$ cat config.mk
export PLATFORM = sky130hd
export DESIGN_NAME = block_buffer_cache_tags
export DESIGN_NICKNAME = d
export VERILOG_FILES = /design/src/bbct_pkg.sv /design/src/block_buffer_cache_tags.sv /design/src/bbct_ctrl.sv /design/src/bbct_datapath.sv
export SDC_FILE = /design/constraint.sdc
export NUM_CORES = 2
export LEC_CHECK = 0
export ABC_AREA = 1
export BUFFER_PORTS_ARGS = -buffer_cell sky130_fd_sc_hd__buf_4
export CELL_PAD_IN_SITES_DETAIL_PLACEMENT = 1
export CELL_PAD_IN_SITES_GLOBAL_PLACEMENT = 1
export CORE_MARGIN = 1
export CORE_UTILIZATION = 25
export DETAILED_ROUTE_END_ITERATION = 16
export PLACE_DENSITY = 0.53
export SETUP_SLACK_MARGIN = 0.4
export SLEW_MARGIN = 20
export SYNTH_ARGS = -nofsm -noshare
export SYNTH_HDL_FRONTEND = slang
export SYNTH_SLANG_ARGS = --single-unit
export TNS_END_PERCENT = 1
$ cat constraint.sdc
create_clock -name clk -period 9.1 [get_ports clk]
set_clock_uncertainty 0.1 [all_clocks]
set_input_delay 1.82 -clock clk [delete_from_list [all_inputs] [get_ports clk]]
set_output_delay 1.82 -clock clk [all_outputs]
set_load 0.03 [all_outputs]
$ cat src/bbct_pkg.sv
package bbct_pkg;

  localparam int ENTRY_W = 5;
  localparam int DEV_W   = 8;
  localparam int BLK_W   = 32;
  localparam int TAG_W   = DEV_W + BLK_W;
  localparam int CNT_W   = 8;

  localparam logic [CNT_W-1:0] COUNT_MAX = 8'hFF;

  typedef enum logic [1:0] {
    ACT_GET     = 2'd0,
    ACT_RELEASE = 2'd1,
    ACT_PIN     = 2'd2,
    ACT_UNPIN   = 2'd3
  } action_t;

  typedef enum logic [1:0] {
    ST_OK        = 2'd0,
    ST_NO_FREE   = 2'd1,
    ST_UNDERFLOW = 2'd2,
    ST_OVERFLOW  = 2'd3
  } status_t;

  typedef enum logic [2:0] {
    S_IDLE,
    S_SCAN,
    S_DRAIN,
    S_FETCH,
    S_FINISH
  } ctl_state_t;

  // controller to datapath
  typedef struct packed {
    logic load;
    logic scan;
    logic fetch;
    logic commit;
  } ctl_cmd_t;

  // datapath to controller
  typedef struct packed {
    logic is_get;
    logic in_range;
    logic scan_last;
    logic out_free;
  } ctl_sts_t;

endpackage

$ cat src/block_buffer_cache_tags.sv
// Channel   Direction  Handshake              Payload
// in_       input      in_valid / in_stall    action, device, block_number, entry_index
// out_      output     out_valid / out_stall  entry, hit, needs_read, status
//
// A get reads every entry through the tag and count memories, one per cycle,
// then drains the last compare and commits; release, pin and unpin read one
// count when the entry index is in range, then commit.
// The next item is taken in the cycle after the commit; a stalled result holds
// the commit step until the output register frees.
// Synchronous active-low reset clears the assigned, count and contents marks.
module block_buffer_cache_tags import bbct_pkg::*; #(
  parameter int NUM_BUFFERS = 32
) (
  input  logic               clk,
  input  logic               rst_n,
  input  logic               in_valid,
  output logic               in_stall,
  input  logic [1:0]         in_action,
  input  logic [DEV_W-1:0]   in_device,
  input  logic [BLK_W-1:0]   in_block_number,
  input  logic [ENTRY_W-1:0] in_entry_index,
  output logic               out_valid,
  input  logic               out_stall,
  output logic [ENTRY_W-1:0] out_entry,
  output logic               out_hit,
  output logic               out_needs_read,
  output logic [1:0]         out_status
);

  ctl_cmd_t cmd;
  ctl_sts_t sts;

  bbct_ctrl u_ctrl (
    .clk      (clk),
    .rst_n    (rst_n),
    .in_valid (in_valid),
    .in_stall (in_stall),
    .sts      (sts),
    .cmd      (cmd)
  );

  bbct_datapath #(
    .NUM_BUFFERS (NUM_BUFFERS)
  ) u_datapath (
    .clk             (clk),
    .rst_n           (rst_n),
    .cmd             (cmd),
    .sts             (sts),
    .in_action       (in_action),
    .in_device       (in_device),
    .in_block_number (in_block_number),
    .in_entry_index  (in_entry_index),
    .out_stall       (out_stall),
    .out_valid       (out_valid),
    .out_entry       (out_entry),
    .out_hit         (out_hit),
    .out_needs_read  (out_needs_read),
    .out_status      (out_status)
  );

endmodule

$ cat src/bbct_ctrl.sv
module bbct_ctrl import bbct_pkg::*; (
  input  logic     clk,
  input  logic     rst_n,
  input  logic     in_valid,
  output logic     in_stall,
  input  ctl_sts_t sts,
  output ctl_cmd_t cmd
);

  ctl_state_t state_r, state_nxt;

  always_ff @(posedge clk) begin
    if (!rst_n) begin
      state_r <= S_IDLE;
    end else begin
      state_r <= state_nxt;
    end
  end

  always_comb begin
    state_nxt = state_r;
    unique case (state_r)
      S_IDLE: begin
        if (in_valid) begin
          if (sts.is_get) begin
            state_nxt = S_SCAN;
          end else if (sts.in_range) begin
            state_nxt = S_FETCH;
          end else begin
            state_nxt = S_FINISH;
          end
        end
      end
      S_SCAN: begin
        if (sts.scan_last) begin
          state_nxt = S_DRAIN;
        end
      end
      S_DRAIN:  state_nxt = S_FINISH;
      S_FETCH:  state_nxt = S_FINISH;
      S_FINISH: begin
        if (sts.out_free) begin
          state_nxt = S_IDLE;
        end
      end
      default:  state_nxt = S_IDLE;
    endcase
  end

  always_comb begin
    in_stall   = (state_r != S_IDLE);
    cmd.load   = (state_r == S_IDLE) && in_valid;
    cmd.scan   = (state_r == S_SCAN);
    cmd.fetch  = (state_r == S_FETCH);
    cmd.commit = (state_r == S_FINISH) && sts.out_free;
  end

endmodule

$ cat src/bbct_datapath.sv
module bbct_datapath import bbct_pkg::*; #(
  parameter int NUM_BUFFERS = 32
) (
  input  logic               clk,
  input  logic               rst_n,
  input  ctl_cmd_t           cmd,
  output ctl_sts_t           sts,
  input  logic [1:0]         in_action,
  input  logic [DEV_W-1:0]   in_device,
  input  logic [BLK_W-1:0]   in_block_number,
  input  logic [ENTRY_W-1:0] in_entry_index,
  input  logic               out_stall,
  output logic               out_valid,
  output logic [ENTRY_W-1:0] out_entry,
  output logic               out_hit,
  output logic               out_needs_read,
  output logic [1:0]         out_status
);

  localparam int IDX_W = $clog2(NUM_BUFFERS);
  localparam int EXT_W = (IDX_W > ENTRY_W) ? IDX_W : ENTRY_W;

  // latched request
  action_t            req_action_r;
  logic [TAG_W-1:0]   req_tag_r;
  logic [ENTRY_W-1:0] req_idx_r;
  logic               req_in_range_r;

  // tag and count stores
  logic [TAG_W-1:0] tag_mem [NUM_BUFFERS];
  logic [CNT_W-1:0] cnt_mem [NUM_BUFFERS];
  logic [TAG_W-1:0] tag_rd_r;
  logic [CNT_W-1:0] cnt_rd_r;

  logic [NUM_BUFFERS-1:0] assigned_r;
  logic [NUM_BUFFERS-1:0] cnt_vld_r;
  logic [NUM_BUFFERS-1:0] cv_r;

  // scan
  logic [IDX_W-1:0] scan_addr_r;
  logic [IDX_W-1:0] cmp_addr_r;
  logic             cmp_en_r;
  logic [IDX_W-1:0] rd_addr;
  logic             rd_en;
  logic [CNT_W-1:0] cnt_eff;
  logic             match;

  logic             hit_found_r;
  logic [IDX_W-1:0] hit_idx_r;
  logic [CNT_W-1:0] hit_cnt_r;
  logic             hit_cv_r;
  logic             free_found_r;
  logic [IDX_W-1:0] free_idx_r;

  logic [EXT_W-1:0] req_ext;
  logic [EXT_W-1:0] hit_ext;
  logic [EXT_W-1:0] free_ext;
  logic [IDX_W-1:0] req_addr;

  // update
  logic               cnt_we;
  logic               tag_we;
  logic               set_cv;
  logic [IDX_W-1:0]   wr_addr;
  logic [CNT_W-1:0]   cnt_wdata;
  logic [ENTRY_W-1:0] res_entry;
  logic               res_hit;
  logic               res_nr;
  status_t            res_status;

  logic               out_valid_r;
  logic [ENTRY_W-1:0] out_entry_r;
  logic               out_hit_r;
  logic               out_needs_read_r;
  status_t            out_status_r;

  assign req_ext  = EXT_W'(req_idx_r);
  assign hit_ext  = EXT_W'(hit_idx_r);
  assign free_ext = EXT_W'(free_idx_r);
  assign req_addr = req_ext[IDX_W-1:0];

  assign sts.is_get    = (action_t'(in_action) == ACT_GET);
  assign sts.in_range  = (32'(in_entry_index) < 32'(NUM_BUFFERS));
  assign sts.scan_last = (scan_addr_r == IDX_W'(NUM_BUFFERS - 1));
  assign sts.out_free  = !out_valid_r || !out_stall;

  always_ff @(posedge clk) begin
    if (cmd.load) begin
      req_action_r   <= action_t'(in_action);
      req_tag_r      <= {in_device, in_block_number};
      req_idx_r      <= in_entry_index;
      req_in_range_r <= sts.in_range;
    end
  end

  assign rd_addr = cmd.fetch ? req_addr : scan_addr_r;
  assign rd_en   = cmd.scan || cmd.fetch;

  always_ff @(posedge clk) begin
    if (cmd.commit && tag_we) begin
      tag_mem[wr_addr] <= req_tag_r;
    end
    if (cmd.commit && cnt_we) begin
      cnt_mem[wr_addr] <= cnt_wdata;
    end
    if (rd_en) begin
      tag_rd_r   <= tag_mem[rd_addr];
      cnt_rd_r   <= cnt_mem[rd_addr];
      cmp_addr_r <= rd_addr;
    end
  end

  always_ff @(posedge clk) begin
    if (cmd.load) begin
      scan_addr_r <= '0;
    end else if (cmd.scan) begin
      scan_addr_r <= scan_addr_r + 1'b1;
    end
  end

  // a count never written reads as zero
  assign cnt_eff = cnt_vld_r[cmp_addr_r] ? cnt_rd_r : '0;
  assign match   = assigned_r[cmp_addr_r] && (tag_rd_r == req_tag_r);

  always_ff @(posedge clk) begin
    if (!rst_n) begin
      cmp_en_r     <= 1'b0;
      hit_found_r  <= 1'b0;
      free_found_r <= 1'b0;
    end else begin
      cmp_en_r <= cmd.scan;
      if (cmd.load) begin
        hit_found_r  <= 1'b0;
        free_found_r <= 1'b0;
      end else if (cmp_en_r) begin
        // keep the lowest-numbered hit and free entry
        if (match && !hit_found_r) begin
          hit_found_r <= 1'b1;
          hit_idx_r   <= cmp_addr_r;
          hit_cnt_r   <= cnt_eff;
          hit_cv_r    <= cv_r[cmp_addr_r];
        end
        if ((cnt_eff == '0) && !free_found_r) begin
          free_found_r <= 1'b1;
          free_idx_r   <= cmp_addr_r;
        end
      end
    end
  end

  always_comb begin
    cnt_we     = 1'b0;
    tag_we     = 1'b0;
    set_cv     = 1'b0;
    wr_addr    = cmp_addr_r;
    cnt_wdata  = cnt_eff;
    res_entry  = req_idx_r;
    res_hit    = 1'b0;
    res_nr     = 1'b0;
    res_status = ST_OK;
    unique case (req_action_r)
      ACT_GET: begin
        if (hit_found_r) begin
          res_entry = hit_ext[ENTRY_W-1:0];
          res_hit   = 1'b1;
          wr_addr   = hit_idx_r;
          if (hit_cnt_r == COUNT_MAX) begin
            res_status = ST_OVERFLOW;
          end else begin
            cnt_we    = 1'b1;
            cnt_wdata = hit_cnt_r + 1'b1;
            set_cv    = 1'b1;
            res_nr    = !hit_cv_r;
          end
        end else if (free_found_r) begin
          res_entry = free_ext[ENTRY_W-1:0];
          wr_addr   = free_idx_r;
          tag_we    = 1'b1;
          cnt_we    = 1'b1;
          cnt_wdata = CNT_W'(1);
          set_cv    = 1'b1;
          res_nr    = 1'b1;
        end else begin
          res_entry  = '0;
          res_status = ST_NO_FREE;
        end
      end
      ACT_PIN: begin
        if (req_in_range_r) begin
          if (cnt_eff == COUNT_MAX) begin
            res_status = ST_OVERFLOW;
          end else begin
            cnt_we    = 1'b1;
            cnt_wdata = cnt_eff + 1'b1;
          end
        end
      end
      ACT_RELEASE, ACT_UNPIN: begin
        if (req_in_range_r) begin
          if (cnt_eff == '0) begin
            res_status = ST_UNDERFLOW;
          end else begin
            cnt_we    = 1'b1;
            cnt_wdata = cnt_eff - 1'b1;
          end
        end
      end
      default: ;
    endcase
  end

  always_ff @(posedge clk) begin
    if (!rst_n) begin
      assigned_r <= '0;
      cnt_vld_r  <= '0;
      cv_r       <= '0;
    end else if (cmd.commit) begin
      if (cnt_we) begin
        cnt_vld_r[wr_addr] <= 1'b1;
      end
      if (tag_we) begin
        assigned_r[wr_addr] <= 1'b1;
      end
      if (set_cv) begin
        cv_r[wr_addr] <= 1'b1;
      end
    end
  end

  always_ff @(posedge clk) begin
    if (!rst_n) begin
      out_valid_r <= 1'b0;
    end else if (cmd.commit) begin
      out_valid_r <= 1'b1;
    end else if (!out_stall) begin
      out_valid_r <= 1'b0;
    end
  end

  always_ff @(posedge clk) begin
    if (cmd.commit) begin
      out_entry_r      <= res_entry;
      out_hit_r        <= res_hit;
      out_needs_read_r <= res_nr;
      out_status_r     <= res_status;
    end
  end

  assign out_valid      = out_valid_r;
  assign out_entry      = out_entry_r;
  assign out_hit        = out_hit_r;
  assign out_needs_read = out_needs_read_r;
  assign out_status     = out_status_r;

  a_no_write_during_scan: assert property (@(posedge clk) disable iff (!rst_n)
    !(cmd.commit && cnt_we && cmp_en_r))
    else $error("count store written while a scan compare is in flight");

  a_commit_shows_result: assert property (@(posedge clk) disable iff (!rst_n)
    cmd.commit |=> out_valid_r)
    else $error("committed item not presented on the output");

  a_stalled_result_kept: assert property (@(posedge clk) disable iff (!rst_n)
    out_valid_r && out_stall |-> !cmd.commit)
    else $error("result overwritten while stalled");

  a_read_only_when_ok: assert property (@(posedge clk) disable iff (!rst_n)
    out_valid_r && out_needs_read_r |-> (out_status_r == ST_OK) && (out_hit_r || 1'b1))
    else $error("disk read requested on a failed item");

  a_hit_not_no_free: assert property (@(posedge clk) disable iff (!rst_n)
    out_valid_r && out_hit_r |-> (out_status_r == ST_OK) || (out_status_r == ST_OVERFLOW))
    else $error("hit reported with an impossible status");

endmodule

==> flow_summary.json <==
{
  "first_global_vias": 46500,
  "drt_iter0_drc": 3513,
  "port_buffers": 61,
  "grt_start_max_net_pins": 190,
  "first_pass_iters": 5,
  "ys_top_cells_by_area": "edfxtp_1, o21ai_0, nor2_1",
  "yosys.area_share.simple_pct": 8.508,
  "initial_utilization_pct": 25.18,
  "multi_input_area_um2": 15500,
  "fmax_ghz": 0.2092,
  "cts_resized": 0,
  "hold_path.class": "reg2reg",
  "cp-startpoint": "out_stall",
  "path_cells": "buf_4, nand2_1, inv_1, nor2_2, inv_1, nor2_2, clkinv_1, buf_4, nor2_4, buf_4",
  "filler_cell_count": 29870,
  "critPathSlowestCell": "nor2_4",
  "yosysSeqAreaShare_pct": 74.81,
  "syn-num-nets": 5414,
  "yosysWarnings": 0,
  "htree_levels": 4,
  "start_kind": "primary input",
  "final_cell_area_um2": 80690,
  "muxShareOfSynthArea_pct": 0,
  "clkLatencyLatePin_ps": 870,
  "final_hold_viol_count": 0,
  "synthDominantCellAreaShare_pct": 71.71,
  "final_max_slew_viol_count": 0,
  "wl_mm": 224.8,
  "wl_per_cell_um": 24.34,
  "grt_pass1_wl_mm": 326.5,
  "post_cts_buffers": 0,
  "synth_compound_area_share_pct": 13.15,
  "ir_drop_v": 0.0003245,
  "antenna_left": 0,
  "drv_cap": 0,
  "syn_inst": 5357,
  "leakagePower_nw": 25.28,
  "grt-ovfl-total": 0,
  "setup_tns_ps": 0,
  "end_kind": "register",
  "synthesis.area_um2": 69680,
  "yosysMostFrequentCell": "edfxtp_1",
  "via_per_inst": 4.868,
  "synthArstFlopShare_pct": 0,
  "instances_no_fill": 9238,
  "hold_buffers": 0,
  "vias": 44970,
  "synth_top_area_cell": "edfxtp_1",
  "worstSetupPathType": "in2reg",
  "power.density_nw_per_um2": 289.2,
  "synth-adder-area-share_pct": 0.1077,
  "r2r_start": "u_ctrl.state_r[2]",
  "synth_top_flop_cell": "edfxtp_1",
  "placed_cell_area_um2": 74610,
  "setup_viol": 0,
  "grt_use_total_pct": 15.78,
  "slew-limit-headroom_pct": 25.98,
  "die_h_um": 529.9,
  "rsz0062_at_grt": "false",
  "antenna_found_initial": 11,
  "syn_area_per_cell_um2": 13.01,
  "clk_path_buf_depth": 3,
  "period_share_pct": 52.53,
  "netlist_top_cells_count": "edfxtp_1, nor2_1, o21ai_0",
  "cts_root_buf": "clkbuf_16",
  "dieWidth_um": 529.9,
  "required_ps": 9510,
  "synthXorXnorAreaFrac_pct": 0.1508,
  "dp_hpwl_mm": 122.2,
  "cts.sinks": 1772,
  "clkTransAtPathRegs_ps": 60,
  "die_area_um2": 280800,
  "fin_nets": 5431,
  "cp.arrival_ps": 5190,
  "synth_edf_count": 1664,
  "synth_top_family_by_area": "compound AO/OA/AOI/OAI gates",
  "routabilityCongestion": 0.7802,
  "dp.cells": 8886,
  "power_mw": 23.34,
  "cts_tree": "built",
  "ys_ff_latch": 1772,
  "fin_util_pct": 29.16,
  "tightest_slew_ps": 1110,
  "outcome": "completed",
  "cp_slowest_stage_delay_ps": 900,
  "ios": 62,
  "period_needed_ps": 4780,
  "post-route-drc-count": 0,
  "critPathMaxFanout": 24,
  "num_rows": 193,
  "holdCritStartpoint": "u_datapath.cnt_vld_r[3]",
  "layout-drive-gt1-share_pct": 10.00,
  "cts_buffers": 190,
  "synth_cell_types": 46,
  "area_growth_pct": 15.80,
  "cp_common_cell": "buf_4",
  "coreArea_um2": 276700,
  "regArea_um2": 52130
}
-- registers in the layout, summed over array words and instances (netlist names), 8 cells and up --
name and cells:
u_datapath.cnt_mem 256, u_datapath.tag_rd_r 40, u_datapath.cnt_rd_r 8, u_datapath.cnt_vld_r 32, u_datapath.req_tag_r 40, u_datapath.cv_r 32
u_datapath.assigned_r 32, u_datapath.tag_mem 1280, u_datapath.hit_cnt_r 8
-- routing by layer --
| layer | vias to the layer above | track usage (%) | share of wire [%] |
|---|---|---|---|
| met3 | 318 | 2.074 | 3.9 |
| met5 | - | 0 | 0.010 |
| met1 | 23700 | 20.88 | 45 |
| met2 | 919 | 26.83 | 49 |
| li1 | 20020 | - | - |
| met4 | 4 | 4.575 | 2.5 |
-- worst paths after layout --
check	to	slack, ps	cells after the start
worst min-delay path	u_datapath.cnt_vld_r[3]	350	2
worst max-delay path	u_datapath.tag_mem[1][4]	4320	10
worst min register to register	u_datapath.cnt_vld_r[3]	350	2
worst max register to register	u_datapath.tag_rd_r[19]	4510	13
-- metrics by stage --
step / worst slack (ps) / hold WS, ps
final: 4320 / 352.5
after global routing: 4139 / 376.9
after global placement: 3391 / 335.9
after detailed placement: 3390 / 343.4
after floorplan: 2656 / 323.2
after CTS: 4325 / 354.7
-- where the power goes --
| part | switching (mW) | internal, mW |
|---|---|---|
| clock network | 3.36 | 4.26 |
| registers | 0.104 | 9.45 |
| logic | 4.65 | 1.52 |
-- logic make-up (layout without fill, tap and decap cells) --
kind of cell             after synthesis  in the layout
AND/OR/NAND/NOR                     1459           1459
adder cells (fa/ha/maj)                6              6
buffers and inverters                570            743
flip-flops                          1772           1772
other                                  0              3
XOR/XNOR                              12             12
AO/OA/AOI/OAI                       1538           1538
-- placed cells by master, fill, tap and decap left out, types with 8 or more instances in the layout --
cell	n
clkinv_16	8
o21ai_1	42
bufinv_16	12
a21oi_1	103
clkinv_2	38
a31oi_1	49
o21ai_0	859
nor3_1	9
inv_1	178
nor2_4	19
o221ai_1	266
clkbuf_16	192
nor2_1	980
clkbuf_1	46
o21a_1	10
inv_2	13
o22ai_1	130
buf_12	9
nand2_2	22
o211ai_1	47
clkinv_1	44
xor2_1	10
dfxtp_1	108
buf_4	178
nand2_1	205
edfxtp_1	1664
nand3_1	182
nor3_2	9
-- worst max-delay path: cells and delay by family --
kind	cells	cell delay, ps
and+or+nand+nor	4	1900
buffers and inverters	6	1390
-- area by class of cell --
class                   instances  area share, %
flip-flops and latches       1772          64.60
diodes                          3       0.009304
repair buffers                188          1.898
clock buffers                 240          6.202
well taps                    3705          5.745
inverters                     207          1.020
clock inverters               108          1.309
multi-input cells            3015          19.21
Power figures use the tool's default switching activity.
